`src/ipt_pkg.sv`:
```
// ----------------------------------------------------------------------------
// ipt_pkg
// shared types and constants for the ipv4 address and port text parser
// ----------------------------------------------------------------------------
`timescale 1ns / 1ps
`default_nettype none

package ipt_pkg;

    localparam logic [7:0] CHAR_NUL   = 8'h00;
    localparam logic [7:0] CHAR_LF    = 8'h0A;
    localparam logic [7:0] CHAR_CR    = 8'h0D;
    localparam logic [7:0] CHAR_DOT   = 8'h2E;
    localparam logic [7:0] CHAR_COLON = 8'h3A;
    localparam logic [7:0] CHAR_ZERO  = 8'h30;
    localparam logic [7:0] CHAR_NINE  = 8'h39;

    localparam logic [2:0] MAX_COMPONENTS = 3'd4;
    localparam int         QUEUE_DEPTH    = 2;

    typedef enum logic [2:0] {
        CLS_DIGIT,
        CLS_DOT,
        CLS_COLON,
        CLS_TERM,
        CLS_OTHER
    } t_cls;

    typedef struct packed {
        t_cls       cls;
        logic [3:0] digit;
        logic       first;
    } t_token;

    typedef enum logic [1:0] {
        PH_ADDR,
        PH_PORT,
        PH_DONE
    } t_phase;

endpackage

`default_nettype wire

```
`src/ipt_front.sv`:
```
// ----------------------------------------------------------------------------
// ipt_front
// accepts characters and classifies them into tokens for the queue
// ----------------------------------------------------------------------------
`timescale 1ns / 1ps
`default_nettype none

module ipt_front (
    input  wire logic            i_in_valid,
    output logic                 o_in_stall,
    input  wire logic [7:0]      i_char_in,
    input  wire logic            i_first,
    output logic                 o_tok_valid,
    output ipt_pkg::t_token      o_tok,
    input  wire logic            i_tok_full
);

    logic [3:0] w_digit_off;

    assign w_digit_off = 4'(i_char_in - ipt_pkg::CHAR_ZERO);

    always_comb begin
        o_tok.first = i_first;
        o_tok.digit = w_digit_off;
        if (i_char_in >= ipt_pkg::CHAR_ZERO && i_char_in <= ipt_pkg::CHAR_NINE) begin
            o_tok.cls = ipt_pkg::CLS_DIGIT;
        end else if (i_char_in == ipt_pkg::CHAR_DOT) begin
            o_tok.cls = ipt_pkg::CLS_DOT;
        end else if (i_char_in == ipt_pkg::CHAR_COLON) begin
            o_tok.cls = ipt_pkg::CLS_COLON;
        end else if (i_char_in == ipt_pkg::CHAR_NUL || i_char_in == ipt_pkg::CHAR_LF ||
                     i_char_in == ipt_pkg::CHAR_CR) begin
            o_tok.cls = ipt_pkg::CLS_TERM;
        end else begin
            o_tok.cls = ipt_pkg::CLS_OTHER;
        end
    end

    assign o_in_stall  = i_tok_full;
    assign o_tok_valid = i_in_valid && !i_tok_full;

endmodule

`default_nettype wire

```
`src/ipt_queue.sv`:
```
// ----------------------------------------------------------------------------
// ipt_queue
// short token queue between the classifier and the parse engine
// ----------------------------------------------------------------------------
`timescale 1ns / 1ps
`default_nettype none

module ipt_queue #(
    parameter int DEPTH = ipt_pkg::QUEUE_DEPTH
) (
    input  wire logic            i_clk,
    input  wire logic            i_rst_n,
    input  wire logic            i_wr,
    input  wire ipt_pkg::t_token i_wr_tok,
    output logic                 o_full,
    input  wire logic            i_rd,
    output logic                 o_rd_valid,
    output ipt_pkg::t_token      o_rd_tok
);

    localparam int PW = (DEPTH > 1) ? $clog2(DEPTH) : 1;
    localparam int CW = $clog2(DEPTH + 1);

    ipt_pkg::t_token r_mem [DEPTH];
    logic [PW-1:0]   r_wr_ptr, n_wr_ptr;
    logic [PW-1:0]   r_rd_ptr, n_rd_ptr;
    logic [CW-1:0]   r_count,  n_count;
    logic            w_do_rd;

    assign o_full     = (r_count == CW'(DEPTH));
    assign o_rd_valid = (r_count != '0);
    assign o_rd_tok   = r_mem[r_rd_ptr];
    assign w_do_rd    = i_rd && o_rd_valid;

    always_comb begin
        n_wr_ptr = r_wr_ptr;
        n_rd_ptr = r_rd_ptr;
        n_count  = r_count;
        if (i_wr) begin
            n_wr_ptr = (r_wr_ptr == PW'(DEPTH - 1)) ? '0 : r_wr_ptr + 1'b1;
        end
        if (w_do_rd) begin
            n_rd_ptr = (r_rd_ptr == PW'(DEPTH - 1)) ? '0 : r_rd_ptr + 1'b1;
        end
        if (i_wr && !w_do_rd) begin
            n_count = r_count + 1'b1;
        end else if (!i_wr && w_do_rd) begin
            n_count = r_count - 1'b1;
        end
    end

    always_ff @(posedge i_clk) begin
        if (!i_rst_n) begin
            r_wr_ptr <= '0;
            r_rd_ptr <= '0;
            r_count  <= '0;
        end else begin
            r_wr_ptr <= n_wr_ptr;
            r_rd_ptr <= n_rd_ptr;
            r_count  <= n_count;
        end
    end

    always_ff @(posedge i_clk) begin
        if (i_wr) begin
            r_mem[r_wr_ptr] <= i_wr_tok;
        end
    end

endmodule

`default_nettype wire

```
`src/ipt_back.sv`:
```
// ----------------------------------------------------------------------------
// ipt_back
// parse engine: runs the address and port state machine on queued tokens
// and holds the result in an output register
// ----------------------------------------------------------------------------
`timescale 1ns / 1ps
`default_nettype none

module ipt_back (
    input  wire logic            i_clk,
    input  wire logic            i_rst_n,
    input  wire logic            i_tok_valid,
    input  wire ipt_pkg::t_token i_tok,
    output logic                 o_tok_rd,
    output logic                 o_out_valid,
    input  wire logic            i_out_stall,
    output logic                 o_ok,
    output logic [31:0]          o_address,
    output logic [2:0]           o_components,
    output logic                 o_port_present,
    output logic [15:0]          o_port
);

    ipt_pkg::t_phase r_phase, n_phase;
    logic [15:0]     r_acc,   n_acc;
    logic [2:0]      r_cnt,   n_cnt;
    logic [31:0]     r_addr,  n_addr;
    logic            r_seen,  n_seen;

    logic            r_out_valid;
    logic            r_ok;
    logic [31:0]     r_address;
    logic [2:0]      r_components;
    logic            r_port_present;
    logic [15:0]     r_port;

    ipt_pkg::t_phase w_phase;
    logic [15:0]     w_acc;
    logic [2:0]      w_cnt;
    logic [31:0]     w_addr;
    logic            w_seen;
    logic [15:0]     w_acc_mul;
    logic [31:0]     w_addr_store;
    logic            w_full;
    logic            w_emit;
    logic            w_emit_ok;
    logic            w_emit_pp;

    assign o_tok_rd = i_tok_valid && (!r_out_valid || !i_out_stall);

    // state as seen by this token, after a restart
    assign w_phase = i_tok.first ? ipt_pkg::PH_ADDR : r_phase;
    assign w_acc   = i_tok.first ? 16'd0 : r_acc;
    assign w_cnt   = i_tok.first ? 3'd0  : r_cnt;
    assign w_addr  = i_tok.first ? 32'd0 : r_addr;
    assign w_seen  = i_tok.first ? 1'b0  : r_seen;

    assign w_acc_mul = {w_acc[12:0], 3'b000} + {w_acc[14:0], 1'b0} + {12'd0, i_tok.digit};
    assign w_full    = (w_cnt >= ipt_pkg::MAX_COMPONENTS);

    always_comb begin
        w_addr_store = w_addr;
        unique case (w_cnt[1:0])
            2'd0: w_addr_store[31:24] = w_addr[31:24] | w_acc[7:0];
            2'd1: w_addr_store[23:16] = w_addr[23:16] | w_acc[7:0];
            2'd2: w_addr_store[15:8]  = w_addr[15:8]  | w_acc[7:0];
            2'd3: w_addr_store[7:0]   = w_addr[7:0]   | w_acc[7:0];
        endcase
    end

    always_comb begin
        n_phase   = w_phase;
        n_acc     = w_acc;
        n_cnt     = w_cnt;
        n_addr    = w_addr;
        n_seen    = w_seen;
        w_emit    = 1'b0;
        w_emit_ok = 1'b0;
        w_emit_pp = 1'b0;
        unique case (w_phase)
            ipt_pkg::PH_ADDR: begin
                n_seen = 1'b1;
                unique case (i_tok.cls)
                    ipt_pkg::CLS_DOT, ipt_pkg::CLS_COLON: begin
                        if (w_full) begin
                            w_emit = 1'b1;
                        end else begin
                            n_addr = w_addr_store;
                            n_cnt  = w_cnt + 1'b1;
                            n_acc  = 16'd0;
                            if (i_tok.cls == ipt_pkg::CLS_COLON) begin
                                n_phase = ipt_pkg::PH_PORT;
                            end
                        end
                    end
                    ipt_pkg::CLS_TERM: begin
                        w_emit = 1'b1;
                        if (!w_full) begin
                            n_addr    = w_addr_store;
                            n_cnt     = w_cnt + 1'b1;
                            n_acc     = 16'd0;
                            w_emit_ok = w_seen;
                        end
                    end
                    ipt_pkg::CLS_DIGIT: begin
                        n_acc = w_acc_mul;
                    end
                    default: begin
                        w_emit = 1'b1;
                    end
                endcase
            end
            ipt_pkg::PH_PORT: begin
                if (i_tok.cls == ipt_pkg::CLS_DIGIT) begin
                    n_acc = w_acc_mul;
                end else begin
                    w_emit    = 1'b1;
                    w_emit_ok = 1'b1;
                    w_emit_pp = 1'b1;
                end
            end
            default: begin
            end
        endcase
        if (w_emit) begin
            n_phase = ipt_pkg::PH_DONE;
        end
    end

    always_ff @(posedge i_clk) begin
        if (!i_rst_n) begin
            r_phase     <= ipt_pkg::PH_ADDR;
            r_acc       <= '0;
            r_cnt       <= '0;
            r_addr      <= '0;
            r_seen      <= 1'b0;
            r_out_valid <= 1'b0;
        end else begin
            if (o_tok_rd) begin
                r_phase <= n_phase;
                r_acc   <= n_acc;
                r_cnt   <= n_cnt;
                r_addr  <= n_addr;
                r_seen  <= n_seen;
            end
            if (o_tok_rd && w_emit) begin
                r_out_valid <= 1'b1;
            end else if (!i_out_stall) begin
                r_out_valid <= 1'b0;
            end
        end
    end

    always_ff @(posedge i_clk) begin
        if (o_tok_rd && w_emit) begin
            r_ok           <= w_emit_ok;
            r_address      <= n_addr;
            r_components   <= n_cnt;
            r_port_present <= w_emit_pp;
            r_port         <= w_emit_pp ? w_acc : 16'd0;
        end
    end

    assign o_out_valid    = r_out_valid;
    assign o_ok           = r_ok;
    assign o_address      = r_address;
    assign o_components   = r_components;
    assign o_port_present = r_port_present;
    assign o_port         = r_port;

endmodule

`default_nettype wire

```
`src/ipv4_port_text_parser.sv`:
```
// ----------------------------------------------------------------------------
// ipv4_port_text_parser
// parses "a.b.c.d[:port]" text, one character per item, into one result
// ----------------------------------------------------------------------------
// Takes one character per cycle unless stalled, gives one result per string;
// the result is registered once the string's last token has left the queue,
// or later while a result is held. A set first flag starts a new string. The
// classifier and the parse engine are parted by a token queue of QUEUE_DEPTH
// entries and the engine by its output register, so input flows at one item
// per cycle while results are taken at once; a held result stops the engine,
// the queue fills and then the input stalls until the result is taken. The
// engine does one multiply-by-ten and one byte insert per token, which sets
// the cycle.
`timescale 1ns / 1ps
`default_nettype none

module ipv4_port_text_parser #(
    parameter int QUEUE_DEPTH = ipt_pkg::QUEUE_DEPTH
) (
    input  wire logic        i_clk,
    input  wire logic        i_rst_n,
    input  wire logic        i_in_valid,
    output logic             o_in_stall,
    input  wire logic [7:0]  i_char_in,
    input  wire logic        i_first,
    output logic             o_out_valid,
    input  wire logic        i_out_stall,
    output logic             o_ok,
    output logic [31:0]      o_address,
    output logic [2:0]       o_components,
    output logic             o_port_present,
    output logic [15:0]      o_port
);

    logic            w_wr;
    ipt_pkg::t_token w_wr_tok;
    logic            w_full;
    logic            w_rd;
    logic            w_rd_valid;
    ipt_pkg::t_token w_rd_tok;

    ipt_front u_front (
        .i_in_valid  (i_in_valid),
        .o_in_stall  (o_in_stall),
        .i_char_in   (i_char_in),
        .i_first     (i_first),
        .o_tok_valid (w_wr),
        .o_tok       (w_wr_tok),
        .i_tok_full  (w_full)
    );

    ipt_queue #(
        .DEPTH (QUEUE_DEPTH)
    ) u_queue (
        .i_clk      (i_clk),
        .i_rst_n    (i_rst_n),
        .i_wr       (w_wr),
        .i_wr_tok   (w_wr_tok),
        .o_full     (w_full),
        .i_rd       (w_rd),
        .o_rd_valid (w_rd_valid),
        .o_rd_tok   (w_rd_tok)
    );

    ipt_back u_back (
        .i_clk          (i_clk),
        .i_rst_n        (i_rst_n),
        .i_tok_valid    (w_rd_valid),
        .i_tok          (w_rd_tok),
        .o_tok_rd       (w_rd),
        .o_out_valid    (o_out_valid),
        .i_out_stall    (i_out_stall),
        .o_ok           (o_ok),
        .o_address      (o_address),
        .o_components   (o_components),
        .o_port_present (o_port_present),
        .o_port         (o_port)
    );

endmodule

`default_nettype wire

```
`config.mk`:
```
export PLATFORM = sky130hd
export DESIGN_NAME = ipv4_port_text_parser
export DESIGN_NICKNAME = d
export VERILOG_FILES = /design/src/ipt_pkg.sv /design/src/ipt_front.sv /design/src/ipt_queue.sv /design/src/ipt_back.sv /design/src/ipv4_port_text_parser.sv
export SDC_FILE = /design/constraint.sdc
export NUM_CORES = 1
export LEC_CHECK = 0
export BUFFER_PORTS_ARGS = -buffer_cell sky130_fd_sc_hd__buf_2
export CAP_MARGIN = 10
export CORE_MARGIN = 5
export CORE_UTILIZATION = 50
export CTS_CLUSTER_DIAMETER = 100
export CTS_CLUSTER_SIZE = 30
export DETAILED_ROUTE_END_ITERATION = 6
export GPL_TIMING_DRIVEN = 0
export PLACE_DENSITY = 0.75
export REMOVE_ABC_BUFFERS = 1
export SETUP_SLACK_MARGIN = 0.2
export SKIP_CTS_REPAIR_TIMING = 1
export SLEW_MARGIN = 20
export SYNTH_ARGS = -nofsm -noshare
export SYNTH_HDL_FRONTEND = slang
export SYNTH_SLANG_ARGS = --single-unit
```
`constraint.sdc`:
```
create_clock -name i_clk -period 3.4 [get_ports i_clk]
set_input_delay 0.17 -clock i_clk [delete_from_list [all_inputs] [get_ports i_clk]]
set_output_delay 0.17 -clock i_clk [all_outputs]
set_load 0.01 [all_outputs]
```
Yosys cells after proc, flatten, opt, wreduce, memory -nomap -nowiden
Memory sizes are Yosys's and may differ from the RTL's. A register that Yosys moved wholly into a read port is not among the register bits.
Index checks and enable logic that the tools add are counted.
Cells by class
  add/subtract/negate cells: 8
  order comparisons: 3
  equality and inequality tests: 13
  muxes and demuxes: 47
  bitwise logic cells: 4
  reduce and logical (&&, ||, !) cells: 23
Operators by type and width (number)
  2-to-1 mux 32 bit: 4
  one-hot mux 16 bit (2 select lines): 2
  2-to-1 mux 16 bit: 3
  2-to-1 mux 8 bit: 4
  bitwise OR 8 bit: 4
  2-to-1 mux 3 bit: 8
  adder 16 bit: 1
  adder 16 x 4 -> 16 bit: 1
  equality test 8 x 4 -> 1 bit, second input constant: 2
  equality test 8 x 6 -> 1 bit, second input constant: 2
  2-to-1 mux 2 bit: 8
  2-to-1 mux 1 bit: 15
  greater-or-equal comparator 8 x 6 -> 1 bit, second input constant: 1
  less-or-equal comparator 8 x 6 -> 1 bit, second input constant: 1
  logical NOT 8 bit: 1
  logical AND 1 bit: 7
  equality test 2 bit, second input constant: 3
  equality test 3 x 2 -> 1 bit, second input constant: 2
  one-hot mux 1 bit (2 select lines): 3
  logical NOT 1 bit: 5
  equality test 2 x 1 -> 1 bit, second input constant: 2
  logical NOT 2 bit: 2
  nonzero test 2 bit: 2
  subtractor 4 x 1 -> 4 bit, second input constant: 1
  other kinds (11): 14
Storage, ports and cells
  bits in registers: 112
  memory bits (writable): 16
  output and inout bits: 55
  memories: 1
Memory list
  u_queue.r_mem: words 2, width 8, rd ports 1, clocked after memory_dff 1, write ports 1, line ipt_queue.sv:24  | ipt_pkg::t_token r_mem [DEPTH];

Logic depth before layout (Yosys ltp)
  word-level depth: 7
  gate-level depth with buffers: 13
  depth with buffers taken out: 12

Modules after synthesis
A second synthesis with hierarchy kept.
Second synthesis, totals
  cells, all modules: 612
  area total of the unflattened synthesis: 6237.2 um2
Modules (own cells, without submodules)
  ipt_back: instances 1, cells an instance 541, area each 5266.3 um2
  ipt_queue: instances 1, cells an instance 47, area each 795.8 um2
  ipt_front: instances 1, cells an instance 24, area each 175.2 um2

Worst setup path before layout
No wires, ideal clock.
  kind: reg2reg
  start point: register with a tool-made name
  end point: register u_back.r_acc[14]
  setup time: 0.122 ns
  arrival time: 3.504 ns
  data required time: 3.278 ns
  setup slack: -0.226 ns
  stages on the path, launching flop included: 13
  path buffers: 1
  clock period less this slack: 3.626 ns
  path through: dfxtp_1 -> mux2i_1 -> buf_2 -> nand2_1 -> xor2_1 -> ha_1 -> fa_1 -> a21o_1 -> a31oi_1 -> o21ai_0 -> a221oi_1 -> and4bb_1 -> a311o_1
RTL lines
  end signal: assignment: line ipt_back.sv:141  | r_acc <= n_acc;
  end: declaration: line ipt_back.sv:25  | logic [15:0] r_acc, n_acc;

==> results.toml <==
[setup_path]
cp.required_ns = 3.71
crit_type = "reg2reg"
end_kind = "register"
setup.worst_path.start_class = "register"
cp_max_fo = 6
slowest_delay_ns = 0.38
crit_chain = "mux2i_4, clkbuf_16, and2_4, ha_4, ha_4, fa_2, a21o_1, a31oi_4, o21ai_2, a221oi_2, and4bb_1, a311o_1"
slowest_stage = "dfxtp_4"
crit_path_frequent_cell = "ha_4"
crit_arrival_ns = 3.51

[detailed_routing]
dr.pass1.iters = 5
via_count = 4679
drc = 0
drt_iter0_drc = 377
vias_per_cell = 5.43
ant_nets = 0
wl_per_cell_um = 16.1
finalWirelength_um = 13900

[cts]
clk_latency_ns = 0.42
cts_buffer_depth = 2
cts.sinks = 129
cts_tree = "done"
root_buffer = "clkbuf_16"
numCtsBuffers = 17
clk_pin_slew_ns = 0.05
htreeDepth = 4

[sta]
rsz0062_at_grt = "yes"
post-route-min-period_ns = 3.20
finalHoldViolCount = 0
fin_crit_sh_pct = 94.0
tightest_slew_ns = 0.946
drv_slew = 0
fmax_mhz = 313
slew_headroom_pct = 36.8
setup_viol = 0
skew_ns = 0.00589

[min_path]
hold_path_class = "in2reg"

[floorplan]
start_util_pct = 51.3
num_rows = 40
core_area_mm2 = 0.0121
die_w_um = 121
die_h_um = 121
die_area_mm2 = 0.0147
pin_count = 68

[placed_design]
post-place-cells = 813
dpl.hpwl_um = 9230
portBuffers = 67
gp_congestion = 0.891

[yosys]
syn_inst = 600
ys_ff_latch = 129
synth_area_leaders = "edfxtp_1 33%, dfxtp_1 19%, ha_1 6.3%"
async_flop_share_pct = 0
synth_area_mm2 = 0.00619
synth_top_area_share_pct = 33.5
yosysUniqueCellTypes = 61
yosys_warnings = 0
avgSynthCellArea_um2 = 10.3
yosysTopAreaCell = "edfxtp_1"
synth_edf_count = 69
synth_seq_area_share_pct = 52.9
synthFlopType = "edfxtp_1"

[finish]
post-route-util_pct = 62.0
syn2layout_area_growth_pct = 20.9
nets = 726
n_fill_cell = 970
final-instance-count-excl-fill = 862
n_antenna_cell = 0
layout-drive-gt1-share_pct = 21.9

[grt]
grt_util_all_layers_pct = 18.8
overflow = 0
grt_pass1_wl_um = 21600
grt_max_degree = 63
grt_antenna_before_repair = 0
grt_pass1_vias = 4475

[run]
maxCapViolCount = 0

[pwr]
p_total_mw = 5.10
powerDensity_mw_per_mm2 = 682
ir_drop_mv = 0.364
p_leak_nw = 2.92

[run_status]
status = "complete, no violations"
path summary, 6_finish.rpt:
path	startpoint	endpoint	slack (ns)	cells past startpoint
setup reg to reg	register	u_back.r_acc[14]$_SDFFE_PN0P_	0.20	12
hold reg to reg	u_back.r_seen$_SDFFE_PN0P_	u_back.r_seen$_SDFFE_PN0P_	0.47	1
hold / removal	i_char_in[0]	u_queue.r_mem[1][1]$_DFFE_PP_	0.02	1
setup / recovery	register	u_back.r_acc[14]$_SDFFE_PN0P_	0.20	12
area by class of cell:
type / instances / area, um2 / share of cell area (%)
clock buffers: 18 / 429 / 5.74
clock inverters: 14 / 98.8 / 1.32
inverters: 10 / 37.5 / 0.502
multi-input cells: 437 / 2910 / 38.9
flip-flops and latches: 129 / 3280 / 43.8
well taps: 168 / 210 / 2.81
repair buffers: 86 / 522 / 6.97
synthesized netlist by cell type, types with 2 or more instances:
master	n
nand2_1	72
edfxtp_1	69
dfxtp_1	60
o21ai_0	60
and2_1	58
nor2_1	40
ha_1	31
a21oi_1	30
nor2b_1	14
clkbuf_1	12
a22oi_1	10
inv_1	10
nand3_1	10
xnor2_1	10
nand2b_1	9
a31oi_1	8
buf_2	8
o21a_1	5
xor2_1	5
a21boi_0	4
mux2i_1	4
nand4_1	4
or2_2	4
a21o_1	3
and3_1	3
and4_1	3
mux2_2	3
nand3_2	3
nand3b_1	3
nor4_1	3
o211ai_1	3
o21bai_1	3
a311o_1	2
a32o_1	2
a32oi_1	2
buf_4	2
buf_6	2
nor3_1	2
or3_1	2
routing by layer:
metal / up-vias / GRT usage [%] / routed length [um]
met4: 0 / 9.31 / 441
met5: - / 0 / 0
met3: 40 / 4.57 / 739
li1: 2308 / - / -
met2: 150 / 32.1 / 6870
met1: 2181 / 22.0 / 5820
power breakdown:
part	total, mW	internal [mW]	switching [mW]
Clock	1.63	0.981	0.649
Combinational	1.30	0.466	0.837
Sequential	2.17	2.06	0.116
Total	5.10	3.50	1.60
sequential cells by signal (all words and copies together), names as in the netlist, 2 cells and up, named ones only:
signal               flops
u_back.r_acc            16
u_back.r_cnt             3
u_back.o_address        32
u_queue.r_mem           16
u_back.r_phase           2
u_queue.r_count          2
u_back.o_components      3
u_back.o_port           16
u_back.r_addr           32
cells in the final DEF, fill, tap and decap left out, types with 6 or more instances in the layout:
cell type,synthesis,layout
xnor2_1,10,10
dfxtp_1,60,59
clkbuf_16,0,18
nand3_1,10,10
o21ai_0,60,59
clkinv_1,0,7
nand2b_1,9,9
buf_2,8,67
a31oi_1,8,6
nor2_1,40,40
ha_1,31,25
edfxtp_1,69,69
inv_1,10,9
and2_1,58,50
buf_4,2,14
nor2b_1,14,14
nand2_1,72,71
a21oi_1,30,28
and2_4,0,6
a22oi_1,10,10
worst max-delay path, delay by kind of cell, from the launching register on:
kind            cells  cell delay [ns]
compound gates      5             1.01
flops               1             0.38
mux                 1             0.35
buf+inv             1             0.20
simple gates        2             0.37
fa+ha+maj           3             0.74
per-stage QoR:
step                      cell area (um2)  setup WS (ns)  setup TNS, ns  hold WS, ns
after floorplan                      6070          -1.73         -60.25        0.269
after global placement               6610          -3.48        -291.26        0.369
after detailed placement             6680          -1.23          -5.86        0.376
after CTS                            7200          -1.24          -5.93      -0.0560
after global routing                 7480         0.0995              0       0.0122
final                                7480          0.205              0       0.0209
cell families after synthesis:
family,Yosys count,share of synthesized area [%]
muxes,8,1.44
AOI/OAI and AO/OA,144,14.3
DFF,129,52.9
and+or+nand+nor,238,20.1
buffers and inverters,34,2.59
xor gates and xnor gates,15,2.12
adders and majority gates,32,6.59
(Power assumes the default switching activity.)
